<file path="src/sv/urlbr_pkg.sv">
// Package for the receive line buffer ring: register codes, reset values,
// port widths. No dependencies.
`default_nettype none

package urlbr_pkg;

    localparam int DEF_MAX_LINE_BYTES = 64;
    localparam int DEF_MAX_LINES      = 8;

    localparam int LINE_SIZE_RESET  = 48;
    localparam int LINE_COUNT_RESET = 4;
    localparam int EOL_CHAR_RESET   = 13;

    localparam int CFG_INDEX_W = 2;
    localparam int CFG_DATA_W  = 8;

    localparam logic [CFG_INDEX_W-1:0] CFG_LINE_SIZE  = 2'd0;
    localparam logic [CFG_INDEX_W-1:0] CFG_LINE_COUNT = 2'd1;
    localparam logic [CFG_INDEX_W-1:0] CFG_EOL_CHAR   = 2'd2;

    localparam int BYTE_W       = 8;
    localparam int LEN_FIELD_W  = 7;
    localparam int SLOT_FIELD_W = 3;
    localparam int OUT_TDATA_W  = 24;
    localparam int OUT_PAD_W    = OUT_TDATA_W - BYTE_W - LEN_FIELD_W - SLOT_FIELD_W;

    localparam logic KIND_RX   = 1'b0;
    localparam logic KIND_TAKE = 1'b1;

endpackage

`default_nettype wire

</file>
<file path="src/sv/urlbr_ram.sv">
// Generic simple dual-port RAM: one write port, one registered read port.
// No dependencies.
`default_nettype none

module urlbr_ram #(
    parameter int WIDTH = 8,
    parameter int DEPTH = 16,
    localparam int AW = (DEPTH > 1) ? $clog2(DEPTH) : 1
) (
    input  wire logic             aclk,
    input  wire logic             we,
    input  wire logic [AW-1:0]    waddr,
    input  wire logic [WIDTH-1:0] wdata,
    input  wire logic             re,
    input  wire logic [AW-1:0]    raddr,
    output logic      [WIDTH-1:0] rdata
);

    logic [WIDTH-1:0] mem_reg [DEPTH];
    logic [WIDTH-1:0] rdata_reg;

    always_ff @(posedge aclk) begin
        if (we) begin
            mem_reg[waddr] <= wdata;
        end
        if (re) begin
            rdata_reg <= mem_reg[raddr];
        end
    end

    assign rdata = rdata_reg;

endmodule

`default_nettype wire

</file>
<file path="src/sv/uart_rx_line_buffer_ring.sv">
// Top level of the receive line buffer ring.
// Depends on urlbr_pkg and urlbr_ram.
`default_nettype none

// A receive request (tuser 0) stores one byte; a line closes on the end-of-line
// byte or when it reaches the configured line size, and the writer moves on to
// the next slot, overwriting unread lines. A take request (tuser 1) answers
// with one none-ready result, or fetches the line length from the length memory
// through the ST_LEN state and then streams the line at one byte per cycle, set
// by the single read port of the line store and slowed only by m_tready. New
// requests are held off until the last byte of a run has left the read stage.
// Configuration writes are always ready.
module uart_rx_line_buffer_ring #(
    parameter int MAX_LINE_BYTES = urlbr_pkg::DEF_MAX_LINE_BYTES,
    parameter int MAX_LINES      = urlbr_pkg::DEF_MAX_LINES
) (
    input  wire logic                               aclk,
    input  wire logic                               aresetn,
    input  wire logic                               cfg_valid,
    output logic                                    cfg_ready,
    input  wire logic [urlbr_pkg::CFG_INDEX_W-1:0]  cfg_index,
    input  wire logic [urlbr_pkg::CFG_DATA_W-1:0]   cfg_data,
    input  wire logic                               s_tvalid,
    output logic                                    s_tready,
    input  wire logic [7:0]                         s_tdata,   // rx_byte
    input  wire logic                               s_tuser,   // kind
    output logic                                    m_tvalid,
    input  wire logic                               m_tready,
    output logic      [urlbr_pkg::OUT_TDATA_W-1:0]  m_tdata,   // line_byte, line_length, line_slot, pad
    output logic                                    m_tuser,   // none_ready
    output logic                                    m_tlast    // last_byte
);

    import urlbr_pkg::*;

    localparam int DEPTH  = MAX_LINES * MAX_LINE_BYTES;
    localparam int ADDR_W = (DEPTH > 1) ? $clog2(DEPTH) : 1;
    localparam int SLOT_W = (MAX_LINES > 1) ? $clog2(MAX_LINES) : 1;
    localparam int CNT_W  = $clog2(MAX_LINES + 1);
    localparam int OFF_W  = (MAX_LINE_BYTES > 1) ? $clog2(MAX_LINE_BYTES) : 1;
    localparam int LEN_W  = $clog2(MAX_LINE_BYTES + 1);

    localparam int RST_SIZE  = (LINE_SIZE_RESET > MAX_LINE_BYTES) ? MAX_LINE_BYTES
                                                                   : LINE_SIZE_RESET;
    localparam int RST_COUNT = (LINE_COUNT_RESET > MAX_LINES) ? MAX_LINES : LINE_COUNT_RESET;

    localparam logic [1:0] ST_IDLE   = 2'd0;
    localparam logic [1:0] ST_LEN    = 2'd1;
    localparam logic [1:0] ST_STREAM = 2'd2;

    logic [LEN_W-1:0]  size_reg,  size_next;
    logic [CNT_W-1:0]  count_reg, count_next;
    logic [7:0]        eol_reg,   eol_next;

    logic [1:0]        state_reg, state_next;
    logic [SLOT_W-1:0] wslot_reg, wslot_next;
    logic [OFF_W-1:0]  woff_reg,  woff_next;
    logic [SLOT_W-1:0] rslot_reg, rslot_next;
    logic [MAX_LINES-1:0] valid_reg, valid_next;
    logic [SLOT_W-1:0] oslot_reg, oslot_next;
    logic [LEN_W-1:0]  len_reg,   len_next;
    logic [LEN_W-1:0]  k_reg,     k_next;

    logic              p_vld_reg,  p_vld_next;
    logic              p_none_reg, p_none_next;
    logic              p_last_reg, p_last_next;

    logic              m_vld_reg,  m_vld_next;
    logic              m_none_reg, m_none_next;
    logic              m_last_reg, m_last_next;
    logic [7:0]        m_byte_reg, m_byte_next;
    logic [LEN_W-1:0]  m_len_reg,  m_len_next;
    logic [SLOT_W-1:0] m_slot_reg, m_slot_next;

    logic              in_acc, adv, issue;
    logic [SLOT_W-1:0] wslot_w, rslot_w;
    logic [OFF_W-1:0]  woff_w;
    logic [LEN_W-1:0]  new_off;
    logic              line_done;
    logic [CNT_W-1:0]  wslot_inc, rslot_inc;
    logic [6:0]        cfg_size;
    logic [6:0]        cfg_count;

    logic              st_we, st_re;
    logic [ADDR_W-1:0] st_waddr, st_raddr;
    logic [7:0]        st_rdata;
    logic              ln_we, ln_re;
    logic [LEN_W-1:0]  ln_rdata;

    assign cfg_ready = 1'b1;
    assign s_tready  = (state_reg == ST_IDLE) && !p_vld_reg;
    assign in_acc    = s_tvalid && s_tready;
    assign adv       = p_vld_reg && (!m_vld_reg || m_tready);

    // configuration, saturated on write (line count from the low four data bits)
    assign cfg_size  = cfg_data[6:0];
    assign cfg_count = {3'b000, cfg_data[3:0]};

    always_comb begin
        size_next  = size_reg;
        count_next = count_reg;
        eol_next   = eol_reg;
        if (cfg_valid) begin
            unique case (cfg_index)
                CFG_LINE_SIZE: begin
                    if (cfg_size == 7'd0) begin
                        size_next = LEN_W'(1);
                    end else if (cfg_size > 7'(MAX_LINE_BYTES)) begin
                        size_next = LEN_W'(MAX_LINE_BYTES);
                    end else begin
                        size_next = LEN_W'(cfg_size);
                    end
                end
                CFG_LINE_COUNT: begin
                    if (cfg_count == 7'd0) begin
                        count_next = CNT_W'(1);
                    end else if (cfg_count > 7'(MAX_LINES)) begin
                        count_next = CNT_W'(MAX_LINES);
                    end else begin
                        count_next = CNT_W'(cfg_count);
                    end
                end
                CFG_EOL_CHAR: begin
                    eol_next = cfg_data[7:0];
                end
                default: begin
                end
            endcase
        end
    end

    // slot wrap, offset saturation
    assign wslot_w   = (CNT_W'(wslot_reg) >= count_reg) ? '0 : wslot_reg;
    assign rslot_w   = (CNT_W'(rslot_reg) >= count_reg) ? '0 : rslot_reg;
    assign woff_w    = (LEN_W'(woff_reg) >= size_reg) ? OFF_W'(size_reg - LEN_W'(1))
                                                      : woff_reg;
    assign new_off   = LEN_W'(woff_w) + LEN_W'(1);
    assign line_done = (s_tdata == eol_reg) || (new_off >= size_reg);
    assign wslot_inc = CNT_W'(wslot_w) + CNT_W'(1);
    assign rslot_inc = CNT_W'(rslot_w) + CNT_W'(1);

    assign st_we    = in_acc && (s_tuser == KIND_RX);
    assign st_waddr = ADDR_W'(wslot_w) * ADDR_W'(MAX_LINE_BYTES) + ADDR_W'(woff_w);
    assign ln_we    = st_we && line_done;
    assign ln_re    = in_acc && (s_tuser == KIND_TAKE) && valid_reg[rslot_w];

    assign issue    = (state_reg == ST_STREAM) && (!p_vld_reg || adv);
    assign st_re    = issue;
    assign st_raddr = ADDR_W'(oslot_reg) * ADDR_W'(MAX_LINE_BYTES)
                    + ADDR_W'(k_reg[OFF_W-1:0]);

    always_comb begin
        state_next  = state_reg;
        wslot_next  = wslot_reg;
        woff_next   = woff_reg;
        rslot_next  = rslot_reg;
        valid_next  = valid_reg;
        oslot_next  = oslot_reg;
        len_next    = len_reg;
        k_next      = k_reg;
        p_vld_next  = adv ? 1'b0 : p_vld_reg;
        p_none_next = p_none_reg;
        p_last_next = p_last_reg;

        unique case (state_reg)
            ST_IDLE: begin
                if (in_acc && s_tuser == KIND_RX) begin
                    if (line_done) begin
                        valid_next[wslot_w] = 1'b1;
                        wslot_next = (wslot_inc >= count_reg) ? '0 : SLOT_W'(wslot_inc);
                        woff_next  = '0;
                    end else begin
                        wslot_next = wslot_w;
                        woff_next  = OFF_W'(new_off);
                    end
                end else if (in_acc) begin
                    if (valid_reg[rslot_w]) begin
                        valid_next[rslot_w] = 1'b0;
                        rslot_next = (rslot_inc >= count_reg) ? '0 : SLOT_W'(rslot_inc);
                        oslot_next = rslot_w;
                        state_next = ST_LEN;
                    end else begin
                        rslot_next  = rslot_w;
                        p_vld_next  = 1'b1;
                        p_none_next = 1'b1;
                        p_last_next = 1'b0;
                    end
                end
            end
            ST_LEN: begin
                len_next   = ln_rdata;
                k_next     = '0;
                state_next = ST_STREAM;
            end
            ST_STREAM: begin
                if (issue) begin
                    p_vld_next  = 1'b1;
                    p_none_next = 1'b0;
                    p_last_next = (k_reg + LEN_W'(1) == len_reg);
                    k_next      = k_reg + LEN_W'(1);
                    if (k_reg + LEN_W'(1) == len_reg) begin
                        state_next = ST_IDLE;
                    end
                end
            end
            default: begin
                state_next = ST_IDLE;
            end
        endcase
    end

    // output register
    always_comb begin
        m_vld_next  = (m_vld_reg && !m_tready) || adv;
        m_none_next = m_none_reg;
        m_last_next = m_last_reg;
        m_byte_next = m_byte_reg;
        m_len_next  = m_len_reg;
        m_slot_next = m_slot_reg;
        if (adv) begin
            m_none_next = p_none_reg;
            m_last_next = p_last_reg;
            m_byte_next = p_none_reg ? 8'd0 : st_rdata;
            m_len_next  = p_none_reg ? '0 : len_reg;
            m_slot_next = p_none_reg ? '0 : oslot_reg;
        end
    end

    always_ff @(posedge aclk) begin
        if (!aresetn) begin
            size_reg   <= LEN_W'(RST_SIZE);
            count_reg  <= CNT_W'(RST_COUNT);
            eol_reg    <= 8'(EOL_CHAR_RESET);
            state_reg  <= ST_IDLE;
            wslot_reg  <= '0;
            woff_reg   <= '0;
            rslot_reg  <= '0;
            valid_reg  <= '0;
            p_vld_reg  <= 1'b0;
            m_vld_reg  <= 1'b0;
        end else begin
            size_reg   <= size_next;
            count_reg  <= count_next;
            eol_reg    <= eol_next;
            state_reg  <= state_next;
            wslot_reg  <= wslot_next;
            woff_reg   <= woff_next;
            rslot_reg  <= rslot_next;
            valid_reg  <= valid_next;
            p_vld_reg  <= p_vld_next;
            m_vld_reg  <= m_vld_next;
        end
    end

    always_ff @(posedge aclk) begin
        oslot_reg  <= oslot_next;
        len_reg    <= len_next;
        k_reg      <= k_next;
        p_none_reg <= p_none_next;
        p_last_reg <= p_last_next;
        m_none_reg <= m_none_next;
        m_last_reg <= m_last_next;
        m_byte_reg <= m_byte_next;
        m_len_reg  <= m_len_next;
        m_slot_reg <= m_slot_next;
    end

    urlbr_ram #(
        .WIDTH (8),
        .DEPTH (DEPTH)
    ) u_store (
        .aclk  (aclk),
        .we    (st_we),
        .waddr (st_waddr),
        .wdata (s_tdata),
        .re    (st_re),
        .raddr (st_raddr),
        .rdata (st_rdata)
    );

    urlbr_ram #(
        .WIDTH (LEN_W),
        .DEPTH (MAX_LINES)
    ) u_lengths (
        .aclk  (aclk),
        .we    (ln_we),
        .waddr (wslot_w),
        .wdata (new_off),
        .re    (ln_re),
        .raddr (rslot_w),
        .rdata (ln_rdata)
    );

    assign m_tvalid = m_vld_reg;
    assign m_tuser  = m_none_reg;
    assign m_tlast  = m_last_reg;
    assign m_tdata  = {{OUT_PAD_W{1'b0}}, SLOT_FIELD_W'(m_slot_reg),
                       LEN_FIELD_W'(m_len_reg), m_byte_reg};

endmodule

`default_nettype wire

</file>
<file path="config.mk">
export PLATFORM = sky130hd
export DESIGN_NAME = uart_rx_line_buffer_ring
export DESIGN_NICKNAME = d
export VERILOG_FILES = /design/src/sv/urlbr_pkg.sv /design/src/sv/urlbr_ram.sv /design/src/sv/uart_rx_line_buffer_ring.sv
export SDC_FILE = /design/constraint.sdc
export NUM_CORES = 2
export LEC_CHECK = 0
export ABC_AREA = 0
export BUFFER_PORTS_ARGS = -buffer_cell sky130_fd_sc_hd__buf_2
export CELL_PAD_IN_SITES_DETAIL_PLACEMENT = 2
export CELL_PAD_IN_SITES_GLOBAL_PLACEMENT = 2
export CORE_UTILIZATION = 54
export DETAILED_ROUTE_END_ITERATION = 12
export PLACE_DENSITY = 0.86
export SYNTH_ARGS = -nofsm -noshare
export SYNTH_HDL_FRONTEND = slang
export SYNTH_MEMORY_MAX_BITS = 65536
export SYNTH_SLANG_ARGS = --single-unit
</file>
<file path="constraint.sdc">
create_clock -name aclk -period 8.8 [get_ports aclk]
set_input_delay 0.88 -clock aclk [delete_from_list [all_inputs] [get_ports aclk]]
set_output_delay 0.88 -clock aclk [all_outputs]
set_load 0.005 [all_outputs]
</file>
==> impl_metrics.env, run 1 <==
export IMPL_yosysSeqAreaShare_pct=76.3
export IMPL_synth_common_cells="edfxtp_1 (4206), mux4_2 (861), nor2_1 (649)"
export IMPL_status="did not finish"
export IMPL_port_buffers=45
export IMPL_pin_count=53
export IMPL_async_flop_share_pct=0
export IMPL_syn_area_um2=167000
export IMPL_avgSynthCellArea_um2=20.2
export IMPL_synth_ff_type="edfxtp_1"
export IMPL_haltStage="3_5_place_dp"
export IMPL_gp_congestion=0.910
export IMPL_dp_hpwl_um=534000
export IMPL_synth_cells=8255
export IMPL_rows=203
export IMPL_synth_most_common_cell="edfxtp_1"
export IMPL_synth_warnings=0
export IMPL_synth_top_area_share_pct=75.7
export IMPL_synth_top_area_cell="edfxtp_1"
export IMPL_synth_cell_types=73
export IMPL_firstError="[ERROR DPL-0033] detailed placement checks failed during check placement."
export IMPL_initial_core_util_pct=54.4
export IMPL_dieWidth_um=558
export IMPL_synthTopCellsByArea="edfxtp_1 (76%), mux4_2 (12%), mux2i_1 (2.9%), nor2_1 (1.5%), o221ai_1 (0.83%)"
export IMPL_fp_dieH_um=558
export IMPL_ys_ff_latch=4249
export IMPL_synth_edf_count=4206
==> logic make-up after synthesis <==
| group | share of synthesized area, % |
|---|---|
| buf+inv | 2.06 |
| other cells | 0.00450 |
| fa+ha+maj | 0.270 |
| simple gates | 2.82 |
| mux | 14.7 |
| compound gates | 3.68 |
| xor+xnor | 0.163 |
| flops | 76.3 |
==> per-stage QoR <==
step | cells | setup slack (ns) | hold WS (ns) | area (um^2)
floorplan | 8260 | 3.97 | 0.400 | 167000
global placement | 12128 | 2.66 | 0.414 | 171000
==> run 2, diff against run 1 <==
- CELL_PAD_IN_SITES_DETAIL_PLACEMENT: 2 -> not set
- CELL_PAD_IN_SITES_GLOBAL_PLACEMENT: 2 -> not set
- CORE_UTILIZATION: 54 -> 40
- PLACE_DENSITY: 0.86 -> not set
- PLACE_DENSITY_LB_ADDON: not set -> 0.15
==> impl_metrics.env, run 2 <==
export IMPL_endpoint_kind="register"
export IMPL_p_total_mw=41.3
export IMPL_synth_ff_type="edfxtp_1"
export IMPL_htreeDepth=5
export IMPL_startpoint_type="register"
export IMPL_worst_path_buf_inv=1
export IMPL_port_buffers=45
export IMPL_core_um2=414000
export IMPL_rows=236
export IMPL_die_area_um2=419000
export IMPL_cap_viol_max_count=0
export IMPL_largest_reg_flops=4096
export IMPL_regArea_um2=127000
export IMPL_r2r_start="size_reg[0]"
export IMPL_setup_viol=0
export IMPL_cts_tree="done"
export IMPL_worstPathCellList="ha_1 > nand2b_1 > a21o_1 > a21o_1 > a21oi_1 > o22ai_1 > buf_4 > a21oi_1 > ha_1 > nand3_1 > mux2_2 > xnor2_1 > ha_1 > a21o_1 > a221oi_1 > o21ai_1 > and2_1 > and2_1"
export IMPL_synth_top_area_cell="edfxtp_1"
export IMPL_regToRegEndpoint="u_lengths.mem_reg[3][4]"
export IMPL_worstSkewPairLatency_ns=1.01
export IMPL_synth_cells=8255
export IMPL_multi_input_area_um2=36400
export IMPL_antenna_found_initial=49
export IMPL_numCtsBuffers=432
export IMPL_async_flop_share_pct=0
export IMPL_fin_nets=8520
export IMPL_drive_gt1_share_pct=20.9
export IMPL_dr_pass1_iters=8
export IMPL_wl_met3_um=46300
export IMPL_wl_met1_um=216000
export IMPL_clk_pin_slew_ns=0.06
export IMPL_layout_min_cycle_time_ns=5.84
export IMPL_cts_resized_gates=0
export IMPL_place_ws_ns=2.94
export IMPL_pin_count=53
export IMPL_status="finished clean"
export IMPL_reg2reg_slack_ns=2.96
export IMPL_fin_setup_tns_ns=0
export IMPL_min_period_over_period_pct=66.4
export IMPL_power_density_nw_per_um2=220
export IMPL_grt_overflow=0
export IMPL_max_slew_margin_pct=0.372
export IMPL_synth_cell_types=73
export IMPL_highest_layer="met5"
export IMPL_synth_common_cells="edfxtp_1 (4206), mux4_2 (861), nor2_1 (649)"
export IMPL_synth_edf_count=4206
export IMPL_fmax_mhz=171
export IMPL_endpoint="u_lengths.mem_reg[3][4]"
export IMPL_ant_nets=0
export IMPL_cts_setup_buffers=0
export IMPL_path_class="register to register"
export IMPL_viasPerCell=6.05
export IMPL_crit_required_ns=9.44
export IMPL_startpoint="size_reg[0]"
export IMPL_hold_buffers=0
export IMPL_num_vias=86599
export IMPL_grt_pass1_vias=85502
export IMPL_fp_dieH_um=648
export IMPL_routed_wl_um=519000
export IMPL_avgSynthCellArea_um2=20.2
export IMPL_gp_congestion=0.845
export IMPL_hold_viol_final=0
export IMPL_critPathSlowestCell="xnor2_1"
export IMPL_cp_data_arrival_time_ns=6.49
export IMPL_dieWidth_um=648
export IMPL_synth_most_common_cell="edfxtp_1"
export IMPL_post_route_util_pct=45.3
export IMPL_syn_area_um2=167000
export IMPL_cts_path_max_buffers=4
export IMPL_grt_max_degree=196
export IMPL_post_route_worst_setup_slack_ns=2.96
export IMPL_yosysSeqAreaShare_pct=76.3
export IMPL_met2WireLength_um=239000
export IMPL_worstHoldPathType="primary input to register"
export IMPL_tightest_slew_ns=1.49
export IMPL_slowest_delay_ns=0.75
export IMPL_cp_depth=18
export IMPL_synth_top_area_share_pct=75.7
export IMPL_track_usage_pct=24.4
export IMPL_dp_hpwl_um=312000
export IMPL_synthTopCellsByArea="edfxtp_1 (76%), mux4_2 (12%), mux2i_1 (2.9%), nor2_1 (1.5%), o221ai_1 (0.83%)"
export IMPL_root_buffer="clkbuf_16"
export IMPL_wl_per_cell_um=36.2
export IMPL_nFillCells=34854
export IMPL_critPathMaxFanout=13
export IMPL_reg2reg_depth=18
export IMPL_ir_drop_uv=193
export IMPL_final_cell_mix="edfxtp_1 (4206), mux4_2 (861), nor2_1 (638)"
export IMPL_syn_to_final_growth_pct=12.4
export IMPL_grt_pass1_wl_um=712000
export IMPL_critPathTopFamily="compound AO/OA/AOI/OAI gates"
export IMPL_initial_core_util_pct=40.3
export IMPL_skew_ns=0.0561
export IMPL_ys_ff_latch=4249
export IMPL_slew_viol_final=0
export IMPL_cts_num_sinks=4249
export IMPL_drcViolationCount=0
export IMPL_layout_commonest_cell="edfxtp_1"
export IMPL_synth_warnings=0
export IMPL_p_leak_nw=59.5
export IMPL_rsz0062_at_grt="false"
export IMPL_first_iter_violations=11112
run 2: per-stage QoR:
| step | cell area (um^2) | cells | hold slack [ns] |
|---|---|---|---|
| final | 187000 | 14317 | 0.142 |
| after global routing | 187000 | 14300 | 0.128 |
| after CTS | 187000 | 14296 | 0.0770 |
| after detailed placement | 173000 | 13500 | 0.406 |
| after global placement | 173000 | 13496 | 0.404 |
| after floorplan | 167000 | 8260 | 0.400 |
run 2: cell families after synthesis:
| logic type | synth area share, % |
|---|---|
| DFF | 76.3 |
| muxes | 14.7 |
| and+or+nand+nor | 2.82 |
| AOI/OAI and AO/OA | 3.68 |
| buffers and inverters | 2.06 |
| adders and majority gates | 0.270 |
| xor gates and xnor gates | 0.163 |
| other | 0.00450 |
run 2: power breakdown:
group | internal (mW) | leakage, nW | switching, mW | total (mW)
Clock | 10.6 | 6.86 | 7.86 | 18.4
Sequential | 22.2 | 38.2 | 0.00848 | 22.2
Combinational | 0.0716 | 14.4 | 0.484 | 0.556
Total | 32.9 | 59.5 | 8.35 | 41.3
run 2: area by class of cell:
cell class                 count  area share (%)
antenna                       21          0.0280
clock buffer                 538            6.08
clock inverter               258            1.43
inverter                      42          0.0928
multi-input combinational   3450            19.4
sequential                  4249            67.8
tap                         5474            3.65
timing repair buffer         285            1.43
run 2: routing by layer:
layer | track usage [%] | vias up
li1 | - | 34637
met1 | 35.2 | 46794
met2 | 37.8 | 4417
met3 | 4.68 | 733
met4 | 7.32 | 18
met5 | 0 | -
run 2: how the worst min path moves through the flow:
stage                            start    endpoint  cells after the start
floorplan           u_lengths.rdata[0]  len_reg[0]                      0
global placement    u_lengths.rdata[2]  len_reg[2]                      0
detailed placement  u_lengths.rdata[6]  len_reg[6]                      0
CTS                        cfg_data[0]  eol_reg[0]                      3
global route               cfg_data[7]  eol_reg[7]                      3
finish                     cfg_data[7]  eol_reg[7]                      3
run 2: tightest hold or removal path, stage by stage:
cell and delay, ns:
buf_2 0.08, mux2i_1 0.05, nor2_1 0.08
Note: power is estimated with default switching activity, not from simulation.
